==> config.mk <==
export PLATFORM = sky130hd
export DESIGN_NAME = waypoint_linear_interpolator
export DESIGN_NICKNAME = d
export VERILOG_FILES = /design/src/hdl/wli_pkg.sv /design/src/hdl/waypoint_linear_interpolator.sv /design/src/hdl/wli_div.sv /design/src/hdl/wli_sqrt.sv
export SDC_FILE = /design/constraint.sdc
export NUM_CORES = 2
export LEC_CHECK = 0
export BUFFER_PORTS_ARGS = -buffer_cell sky130_fd_sc_hd__buf_4
export CAP_MARGIN = 40
export CORE_MARGIN = 2
export CORE_UTILIZATION = 60
export CTS_CLUSTER_DIAMETER = 60
export DETAILED_ROUTE_END_ITERATION = 12
export HOLD_SLACK_MARGIN = 0.15
export PLACE_DENSITY_LB_ADDON = 0.2
export SLEW_MARGIN = 20
export SYNTH_ARGS = -nofsm -noshare
export SYNTH_HDL_FRONTEND = slang
export SYNTH_HIERARCHICAL = 1
export SYNTH_SLANG_ARGS = --single-unit
==> constraint.sdc <==
create_clock -name clk -period 24.5 [get_ports clk]
set_input_delay 2.45 -clock clk [delete_from_list [all_inputs] [get_ports clk]]
set_output_delay 2.45 -clock clk [all_outputs]
set_load 0.02 [all_outputs]
==> src/hdl/wli_pkg.sv <==
// ----------------------------------------------------------------------------
// wli_pkg: shared constants for the waypoint linear interpolator
// Fixed-point constants, register map and widths used by the interpolator and divider.
// ----------------------------------------------------------------------------
package wli_pkg;

  localparam int unsigned MAX_STEPS_DEF = 64;
  localparam int unsigned CNT_W         = 7;   // holds 0..64
  localparam int unsigned IDX_W         = 6;   // setpoint index 0..63

  localparam int unsigned DVD_W = 49;          // dividend / quotient width
  localparam int unsigned DVS_W = 32;          // divisor width

  localparam logic signed [33:0] PI_Q16     = 34'sd205887;
  localparam logic signed [33:0] TWO_PI_Q16 = 34'sd411775;

  localparam logic [31:0] SPEED_RST = 32'h0000_8000;
  localparam logic [31:0] YAW_RST   = 32'h0000_C000;
  localparam logic [31:0] STEP_RST  = 32'h0001_0000;

  localparam logic [1:0] REG_SPEED = 2'd0;
  localparam logic [1:0] REG_YAW   = 2'd1;
  localparam logic [1:0] REG_STEP  = 2'd2;

endpackage

==> src/hdl/waypoint_linear_interpolator.sv <==
// ----------------------------------------------------------------------------
// waypoint_linear_interpolator: linear setpoint generator between waypoints
// Sequencer around a shared divider, square root unit and two multipliers.
// ----------------------------------------------------------------------------
// Usage: each in_ beat carries a waypoint (x, y, z, heading) and a restart
// flag. The first waypoint after reset, or any beat with restart set, is only
// stored. Every other waypoint produces 0..MAX_STEPS out_ beats stepping
// linearly from the stored waypoint toward the new one; tuser marks the last.
// in_tready is high only while the block is idle: a waypoint is taken, then
// processed to completion before the next one is accepted.
// Setting up a segment takes three squares, a root and up to three
// divisions (two when the step period is zero); each setpoint then takes
// four offsets, each a pass of the shared divider. All divisions share
// one restoring divider.
// A stalled out_tready holds the current beat and stops the sequencer.
// Reset (rst_n low, synchronous) restores the register defaults and clears
// the stored waypoint. The cfg_ port is an APB slave at byte addresses 0, 4, 8
// (speed limit, yaw rate limit, step period); write only while idle.
// ----------------------------------------------------------------------------
module waypoint_linear_interpolator #(
  parameter int unsigned MAX_STEPS = wli_pkg::MAX_STEPS_DEF
) (
  input  logic         clk,
  input  logic         rst_n,
  // input stream
  input  logic         in_tvalid,
  output logic         in_tready,
  input  logic [127:0] in_tdata,  // pos_x, pos_y, pos_z, heading
  input  logic         in_tuser,  // restart
  // result stream
  output logic         out_tvalid,
  input  logic         out_tready,
  output logic [127:0] out_tdata, // set_x, set_y, set_z, set_heading
  output logic         out_tuser, // last_step
  // configuration
  input  logic         cfg_psel,
  input  logic         cfg_penable,
  input  logic         cfg_pwrite,
  input  logic [3:0]   cfg_paddr,
  input  logic [31:0]  cfg_pwdata,
  output logic [31:0]  cfg_prdata,
  output logic         cfg_pready
);

  localparam int unsigned CW = wli_pkg::CNT_W;
  localparam int unsigned IW = wli_pkg::IDX_W;

  typedef enum logic [3:0] {
    S_IDLE, S_WRAP, S_SQ, S_SQACC, S_ROOT, S_DLIN, S_DYAW, S_DCNT,
    S_MUL, S_DOFF, S_OUT
  } state_t;

  state_t state_r;

  logic [31:0] speed_r, yaw_r, step_r;
  logic [31:0] prev_r [4];
  logic [31:0] cur_r  [4];
  logic [31:0] set_r  [4];
  logic signed [32:0] delta_r [4];
  logic        have_prev_r;
  logic [63:0] sum_r, prod_r;
  logic [1:0]  k_r;
  logic [IW-1:0] i_r;
  logic [CW-1:0] count_r;
  logic [wli_pkg::DVD_W-1:0] tlin_r;
  logic        last_r;

  // shared units
  logic                      div_start, div_done, sq_start, sq_done;
  logic [wli_pkg::DVD_W-1:0] div_dvd, div_q;
  logic [wli_pkg::DVS_W-1:0] div_dvs;
  logic [31:0]               sq_root;
  logic [63:0]               sq_in;

  wli_div u_div (
    .clk(clk), .rst_n(rst_n), .start(div_start), .dividend(div_dvd),
    .divisor(div_dvs), .quotient(div_q), .done(div_done)
  );

  wli_sqrt u_sqrt (
    .clk(clk), .rst_n(rst_n), .start(sq_start), .radicand(sq_in),
    .root(sq_root), .done(sq_done)
  );

  // ---- helpers ----
  logic [32:0] mag_k, mag_yaw;
  logic [31:0] half_k;
  logic signed [33:0] yw1, yw2;
  logic [wli_pkg::DVD_W-1:0] tseg;
  logic [38:0] mprod;
  logic signed [34:0] off_s, sum_s;
  logic [31:0] clamped;
  logic        in_acc, out_acc, cfg_wr;

  always_comb begin
    mag_k   = delta_r[k_r][32] ? 33'(-delta_r[k_r]) : 33'(delta_r[k_r]);
    mag_yaw = delta_r[3][32] ? 33'(-delta_r[3]) : 33'(delta_r[3]);
    half_k  = mag_k[32:1];
    yw1 = 34'(delta_r[3]);
    if (yw1 > wli_pkg::PI_Q16) yw1 = yw1 - wli_pkg::TWO_PI_Q16;
    yw2 = yw1;
    if (yw2 < -wli_pkg::PI_Q16) yw2 = yw2 + wli_pkg::TWO_PI_Q16;
    tseg  = (tlin_r > div_q) ? tlin_r : div_q;
    mprod = 39'(i_r) * 39'(mag_k);
    // offset magnitude stays below 2^33
    off_s = delta_r[k_r][32] ? -35'(div_q[33:0]) : 35'(div_q[33:0]);
    sum_s = 35'(signed'(prev_r[k_r])) + off_s;
    if (sum_s > 35'sh0_7FFF_FFFF)       clamped = 32'h7FFF_FFFF;
    else if (sum_s < -35'sh0_8000_0000) clamped = 32'h8000_0000;
    else                                clamped = sum_s[31:0];
  end

  always_comb begin
    div_start = 1'b0;
    div_dvd   = '0;
    div_dvs   = 32'd1;
    sq_start  = (state_r == S_SQACC);
    sq_in     = sum_r + prod_r;
    unique case (state_r)
      S_ROOT: begin
        div_start = sq_done;
        div_dvd   = {sq_root[30:0], 1'b0, 16'h0000} | 49'(sq_root[31]) << 48;
        div_dvs   = (speed_r == '0) ? 32'd1 : speed_r;
      end
      S_DLIN: begin
        div_start = div_done;
        div_dvd   = {mag_yaw, 16'h0000};
        div_dvs   = (yaw_r == '0) ? 32'd1 : yaw_r;
      end
      S_DYAW: begin
        div_start = div_done && (step_r != '0);
        div_dvd   = tseg;
        div_dvs   = step_r;
      end
      S_MUL: begin
        div_start = 1'b1;
        div_dvd   = wli_pkg::DVD_W'(mprod);
        div_dvs   = 32'(count_r);
      end
      default: ;
    endcase
  end

  assign in_tready  = (state_r == S_IDLE);
  assign in_acc     = in_tvalid && in_tready;
  assign out_tvalid = (state_r == S_OUT);
  assign out_acc    = out_tvalid && out_tready;
  assign out_tdata  = {set_r[3], set_r[2], set_r[1], set_r[0]};
  assign out_tuser  = last_r;

  assign cfg_pready = 1'b1;
  assign cfg_wr     = cfg_psel && cfg_penable && cfg_pwrite && cfg_pready;

  always_comb begin
    unique case (cfg_paddr[3:2])
      wli_pkg::REG_SPEED: cfg_prdata = speed_r;
      wli_pkg::REG_YAW:   cfg_prdata = yaw_r;
      wli_pkg::REG_STEP:  cfg_prdata = step_r;
      default:            cfg_prdata = '0;
    endcase
  end

  always_ff @(posedge clk) begin
    if (!rst_n) begin
      speed_r <= wli_pkg::SPEED_RST;
      yaw_r   <= wli_pkg::YAW_RST;
      step_r  <= wli_pkg::STEP_RST;
    end else if (cfg_wr) begin
      unique case (cfg_paddr[3:2])
        wli_pkg::REG_SPEED: speed_r <= cfg_pwdata;
        wli_pkg::REG_YAW:   yaw_r   <= cfg_pwdata;
        wli_pkg::REG_STEP:  step_r  <= cfg_pwdata;
        default: ;
      endcase
    end
  end

  always_ff @(posedge clk) begin
    if (!rst_n) begin
      state_r     <= S_IDLE;
      have_prev_r <= 1'b0;
      for (int n = 0; n < 4; n++) prev_r[n] <= '0;
      k_r     <= '0;
      i_r     <= '0;
      count_r <= '0;
      last_r  <= 1'b0;
    end else begin
      unique case (state_r)
        S_IDLE: if (in_acc) begin
          for (int n = 0; n < 4; n++) begin
            cur_r[n]   <= in_tdata[32*n +: 32];
            delta_r[n] <= 33'(signed'(in_tdata[32*n +: 32])) - 33'(signed'(prev_r[n]));
          end
          if (in_tuser || !have_prev_r) begin
            for (int n = 0; n < 4; n++) prev_r[n] <= in_tdata[32*n +: 32];
            have_prev_r <= 1'b1;
          end else begin
            state_r <= S_WRAP;
          end
        end
        S_WRAP: begin
          delta_r[3] <= yw2[32:0];
          sum_r      <= '0;
          k_r        <= '0;
          state_r    <= S_SQ;
        end
        S_SQ: begin
          prod_r <= 64'(half_k) * 64'(half_k);
          if (k_r != 2'd0) sum_r <= sum_r + prod_r;
          k_r <= k_r + 1'b1;
          if (k_r == 2'd2) state_r <= S_SQACC;
        end
        S_SQACC: state_r <= S_ROOT;
        S_ROOT:  if (sq_done) state_r <= S_DLIN;
        S_DLIN: if (div_done) begin
          tlin_r  <= div_q;
          state_r <= S_DYAW;
        end
        S_DYAW: if (div_done) begin
          if (step_r == '0) begin
            count_r <= CW'(MAX_STEPS);
            i_r     <= '0;
            k_r     <= '0;
            state_r <= S_MUL;
          end else begin
            state_r <= S_DCNT;
          end
        end
        S_DCNT: if (div_done) begin
          i_r <= '0;
          k_r <= '0;
          if (div_q > wli_pkg::DVD_W'(MAX_STEPS)) begin
            count_r <= CW'(MAX_STEPS);
            state_r <= S_MUL;
          end else if (div_q == '0) begin
            for (int n = 0; n < 4; n++) prev_r[n] <= cur_r[n];
            state_r <= S_IDLE;
          end else begin
            count_r <= div_q[CW-1:0];
            state_r <= S_MUL;
          end
        end
        S_MUL: state_r <= S_DOFF;
        S_DOFF: if (div_done) begin
          set_r[k_r] <= clamped;
          k_r        <= k_r + 1'b1;
          if (k_r == 2'd3) begin
            last_r  <= (CW'(i_r) + 1'b1 == count_r);
            state_r <= S_OUT;
          end else begin
            state_r <= S_MUL;
          end
        end
        S_OUT: if (out_acc) begin
          if (last_r) begin
            for (int n = 0; n < 4; n++) prev_r[n] <= cur_r[n];
            state_r <= S_IDLE;
          end else begin
            i_r     <= i_r + 1'b1;
            k_r     <= '0;
            state_r <= S_MUL;
          end
        end
        default: state_r <= S_IDLE;
      endcase
    end
  end

  // ---- checks ----
  a_ready_excl: assert property (@(posedge clk) disable iff (!rst_n)
    in_tready |-> !out_tvalid)
    else $error("input taken while a result beat is pending");

  a_idx_range: assert property (@(posedge clk) disable iff (!rst_n)
    out_tvalid |-> (CW'(i_r) < count_r && count_r <= CW'(MAX_STEPS)))
    else $error("setpoint index outside the segment");

  a_last_ends: assert property (@(posedge clk) disable iff (!rst_n)
    (out_tvalid && out_tready && out_tuser) |=> in_tready)
    else $error("sequencer did not return idle after the last beat");

  a_div_wait: assert property (@(posedge clk) disable iff (!rst_n)
    div_done |-> (state_r == S_DLIN || state_r == S_DYAW ||
                  state_r == S_DCNT || state_r == S_DOFF))
    else $error("divider finished outside a waiting state");

endmodule

==> src/hdl/wli_div.sv <==
// ----------------------------------------------------------------------------
// wli_div: iterative restoring divider
// One quotient bit per cycle; quotient valid when done pulses.
// ----------------------------------------------------------------------------
module wli_div (
  input  logic                         clk,
  input  logic                         rst_n,
  input  logic                         start,
  input  logic [wli_pkg::DVD_W-1:0]    dividend,
  input  logic [wli_pkg::DVS_W-1:0]    divisor,
  output logic [wli_pkg::DVD_W-1:0]    quotient,
  output logic                         done
);

  localparam int unsigned CW = $clog2(wli_pkg::DVD_W + 1);

  logic [wli_pkg::DVD_W-1:0] q_r, q_nxt;
  logic [wli_pkg::DVS_W:0]   rem_r, rem_nxt;
  logic [wli_pkg::DVS_W-1:0] dvs_r;
  logic [CW-1:0]             cnt_r;
  logic                      busy_r, done_r;
  logic [wli_pkg::DVS_W:0]   trial;

  always_comb begin
    trial = {rem_r[wli_pkg::DVS_W-1:0], q_r[wli_pkg::DVD_W-1]};
    if (trial >= {1'b0, dvs_r}) begin
      rem_nxt = trial - {1'b0, dvs_r};
      q_nxt   = {q_r[wli_pkg::DVD_W-2:0], 1'b1};
    end else begin
      rem_nxt = trial;
      q_nxt   = {q_r[wli_pkg::DVD_W-2:0], 1'b0};
    end
  end

  always_ff @(posedge clk) begin
    if (!rst_n) begin
      busy_r <= 1'b0;
      done_r <= 1'b0;
      cnt_r  <= '0;
    end else begin
      done_r <= 1'b0;
      if (start) begin
        busy_r <= 1'b1;
        cnt_r  <= CW'(wli_pkg::DVD_W);
        q_r    <= dividend;
        rem_r  <= '0;
        dvs_r  <= divisor;
      end else if (busy_r) begin
        q_r   <= q_nxt;
        rem_r <= rem_nxt;
        cnt_r <= cnt_r - 1'b1;
        if (cnt_r == CW'(1)) begin
          busy_r <= 1'b0;
          done_r <= 1'b1;
        end
      end
    end
  end

  assign quotient = q_r;
  assign done     = done_r;

endmodule

==> src/hdl/wli_sqrt.sv <==
// ----------------------------------------------------------------------------
// wli_sqrt: iterative integer square root
// Digit-by-digit floor root of a 64-bit value, one result bit per cycle.
// ----------------------------------------------------------------------------
module wli_sqrt (
  input  logic        clk,
  input  logic        rst_n,
  input  logic        start,
  input  logic [63:0] radicand,
  output logic [31:0] root,
  output logic        done
);

  logic [63:0] op_r;
  logic [34:0] rem_r, rem_nxt, pre;
  logic [31:0] root_r, root_nxt;
  logic [33:0] trial;
  logic [5:0]  cnt_r;
  logic        busy_r, done_r;

  always_comb begin
    pre   = {rem_r[32:0], op_r[63:62]};
    trial = {root_r, 2'b01};
    if (pre >= {1'b0, trial}) begin
      rem_nxt  = pre - {1'b0, trial};
      root_nxt = {root_r[30:0], 1'b1};
    end else begin
      rem_nxt  = pre;
      root_nxt = {root_r[30:0], 1'b0};
    end
  end

  always_ff @(posedge clk) begin
    if (!rst_n) begin
      busy_r <= 1'b0;
      done_r <= 1'b0;
      cnt_r  <= '0;
    end else begin
      done_r <= 1'b0;
      if (start) begin
        busy_r <= 1'b1;
        cnt_r  <= 6'd32;
        op_r   <= radicand;
        rem_r  <= '0;
        root_r <= '0;
      end else if (busy_r) begin
        op_r   <= {op_r[61:0], 2'b00};
        rem_r  <= rem_nxt;
        root_r <= root_nxt;
        cnt_r  <= cnt_r - 1'b1;
        if (cnt_r == 6'd1) begin
          busy_r <= 1'b0;
          done_r <= 1'b1;
        end
      end
    end
  end

  assign root = root_r;
  assign done = done_r;

endmodule
==> flow_metrics.py <==
metrics = {
    "critical_path": {
        "regToRegSetupSlack_ps": 10950,
        "cpMostUsedCell": "fa_1",
        "critPathBufInv": 8,
        "required_ps": 25000,
        "critPathArrivalTime_ps": 14060,
        "critical_path.max_fanout": 36,
        "cp_top_family": "adder cells",
        "cp_slowest_cell": "dfxtp_4",
        "crit_path_max_incr_delay_ps": 790,
        "critPathLaunchType": "flop",
        "end_kind": "flop",
        "critPathKind": "reg2reg",
    },
    "synthesis": {
        "async_flop_share_pct": 0,
        "synthTopCellsByCount": "inv_1, nand2_1, edfxtp_1, fa_1, ha_1",
        "synth_warnings": 6,
        "synth.top_cell.area_share_pct": 28.7,
        "ys_seq_area_share_pct": 31.4,
        "synthCells": 9749,
        "synth_area_sq_um": 97800,
        "synth_edf_count": 934,
        "synth.area.top_cells": "edfxtp_1, fa_1, ha_1, inv_1, nand2_1",
        "synthFlopType": "edfxtp_1",
        "postSynthAreaPerCell_sq_um": 10.0,
        "ys_seq_elements": 1069,
        "yosysUniqueCellTypes": 118,
        "yosys.cell_count.top_type": "inv_1",
        "synth_top_cell_by_area": "edfxtp_1",
    },
    "detailed_routing": {
        "drt-wirelength-per-cell_um": 22.9,
        "drt_pass1_iterations": 9,
        "drt_wl_total_um": 280000,
        "drt_iter0_markers": 7391,
        "detail-route-antenna-nets": 0,
        "drt-vias-per-instance": 6.10,
        "via_count": 74600,
        "drc": 0,
    },
    "cts": {
        "clockBufferDepth": 3,
        "cts.clk_slew.worst_paths_ps": 60,
        "h-tree-depth": 4,
        "cts_setup_buffers": 0,
        "tritoncts": "yes",
        "cts_inserted_buffers": 130,
        "cts_resized": 0,
        "numClockSinks": 1069,
        "hold_buffers": 0,
        "insertion_delay_ps": 820,
        "clk_root_buffer_cell": "clkbuf_16",
    },
    "final_layout": {
        "drive_gt1_share_pct": 10.1,
        "final-seq-area_sq_um": 30800,
        "syn2layout_area_growth_pct": 9.47,
        "final_nets": 11700,
        "fillerInstances": 12800,
        "multiInputGateArea_sq_um": 59700,
    },
    "global_route": {
        "grt_max_degree": 108,
        "track_usage_pct": 33.7,
        "grt_pass1_wl_um": 434000,
        "grt_pass1_vias": 75700,
        "antenna_found_initial": 8,
        "grt_overflow": 0,
    },
    "die": {
        "num_rows": 148,
        "dieArea_sq_um": 166000,
        "die_h_um": 408,
        "ios": 336,
        "initial_core_util_pct": 60.2,
        "die_x_um": 408,
        "core_area_sq_um": 162000,
    },
    "sta": {
        "finalHoldViolCount": 0,
        "tightest_slew_ps": 928,
        "clock.fmax_mhz": 73.8,
        "slew_headroom_pct": 37.5,
        "maxSlewViolCount": 0,
        "grt_setup_unrepaired": "no",
        "setup_tns_ps": 0,
        "fin_crit_sh_pct": 55.3,
        "skew_ps": 65.4,
        "min_period_ps": 13550,
        "setup_viol": 0,
    },
    "placed_design": {
        "hpwl_um": 213000,
        "finalWeightedCongestion": 0.963,
        "io_buffers": 332,
    },
    "run": {
        "maxCapViolCount": 0,
    },
    "status": {
        "status": "completed",
    },
    "min_path": {
        "min_path_type": "reg2reg",
    },
}
==> sequential cells by signal, indices dropped and copies added, names as in the netlist, 63 cells and up, named ones only <==
signal       flops
sum_r           64
set_r          128
prev_r         128
u_sqrt/op_r     64
prod_r          63
delta_r        132
cur_r          128
==> layout by cell type (no fill, tap or decap), types with 133 or more instances in the layout <==
master / netlist / final
a21o_1: 209 / 209
a21oi_1: 439 / 439
buf_4: 43 / 456
clkbuf_16: 0 / 133
dfxtp_1: 135 / 133
edfxtp_1: 934 / 934
fa_1: 929 / 929
ha_1: 683 / 683
inv_1: 1554 / 1553
nand2_1: 958 / 958
nor2_1: 621 / 616
o21ai_0: 340 / 339
xnor2_1: 355 / 339
xor2_1: 174 / 163
==> kinds of logic after synthesis <==
kind of cell / Yosys count / synth area share [%]
adders and majority gates: 1612 / 27.8
muxes: 310 / 4.16
other: 2 / 0.00768
AOI/OAI and AO/OA: 1807 / 12.4
buffers and inverters: 2008 / 8.01
and+or+nand+nor: 2409 / 11.4
xor gates and xnor gates: 532 / 4.81
DFF: 1069 / 31.4
==> worst paths after layout <==
| check | from | to | depth (start not counted) |
|---|---|---|---|
| hold / removal | u_div/cnt_r[1]$_SDFFE_PP0P_ | u_div/cnt_r[1]$_SDFFE_PP0P_ | 2 |
| setup reg to reg | flop | prod_r[58]$_DFFE_PP_ | 36 |
| setup / recovery | flop | prod_r[58]$_DFFE_PP_ | 36 |
| hold reg to reg | u_div/cnt_r[1]$_SDFFE_PP0P_ | u_div/cnt_r[1]$_SDFFE_PP0P_ | 2 |
==> layout make-up <==
type / instances / share of cell area, %
diodes: 6 / 0.0140
clock buffers: 162 / 3.25
clock inverters: 72 / 0.771
inverters: 1567 / 5.50
multi-input cells: 6696 / 55.7
flip-flops and latches: 1069 / 28.7
well taps: 2175 / 2.54
repair buffers: 472 / 3.46
==> routing by layer <==
metal,vias up,GRT usage [%],wire [um]
met3,770,5.61,24200
met2,3513,54.8,131000
met1,37000,44.1,109000
li1,33300,-,-
met4,6,16.5,15800
met5,-,0,46
==> worst min-delay path: cells and delay by family, from the launching register on <==
family | cells | cell delay [ps]
flops | 1 | 320
compound gates | 1 | 50
simple gates | 1 | 80
==> metrics by stage <==
step	hold WS [ps]	utilization [%]	worst slack, ps	cell area [sq um]	instances
floorplan	451	-	13900	97900	9773
global placement	467	63.1	11050	102000	12000
detailed placement	491	63.2	11190	103000	12000
CTS	496	65.9	11080	107000	12200
global route	517	65.9	10420	107000	12200
finish	497	65.9	10950	107000	12200
Power is left out: the tool's default activity adds up to more than one toggle a clock period on the data nets, which glitch-free logic cannot reach.
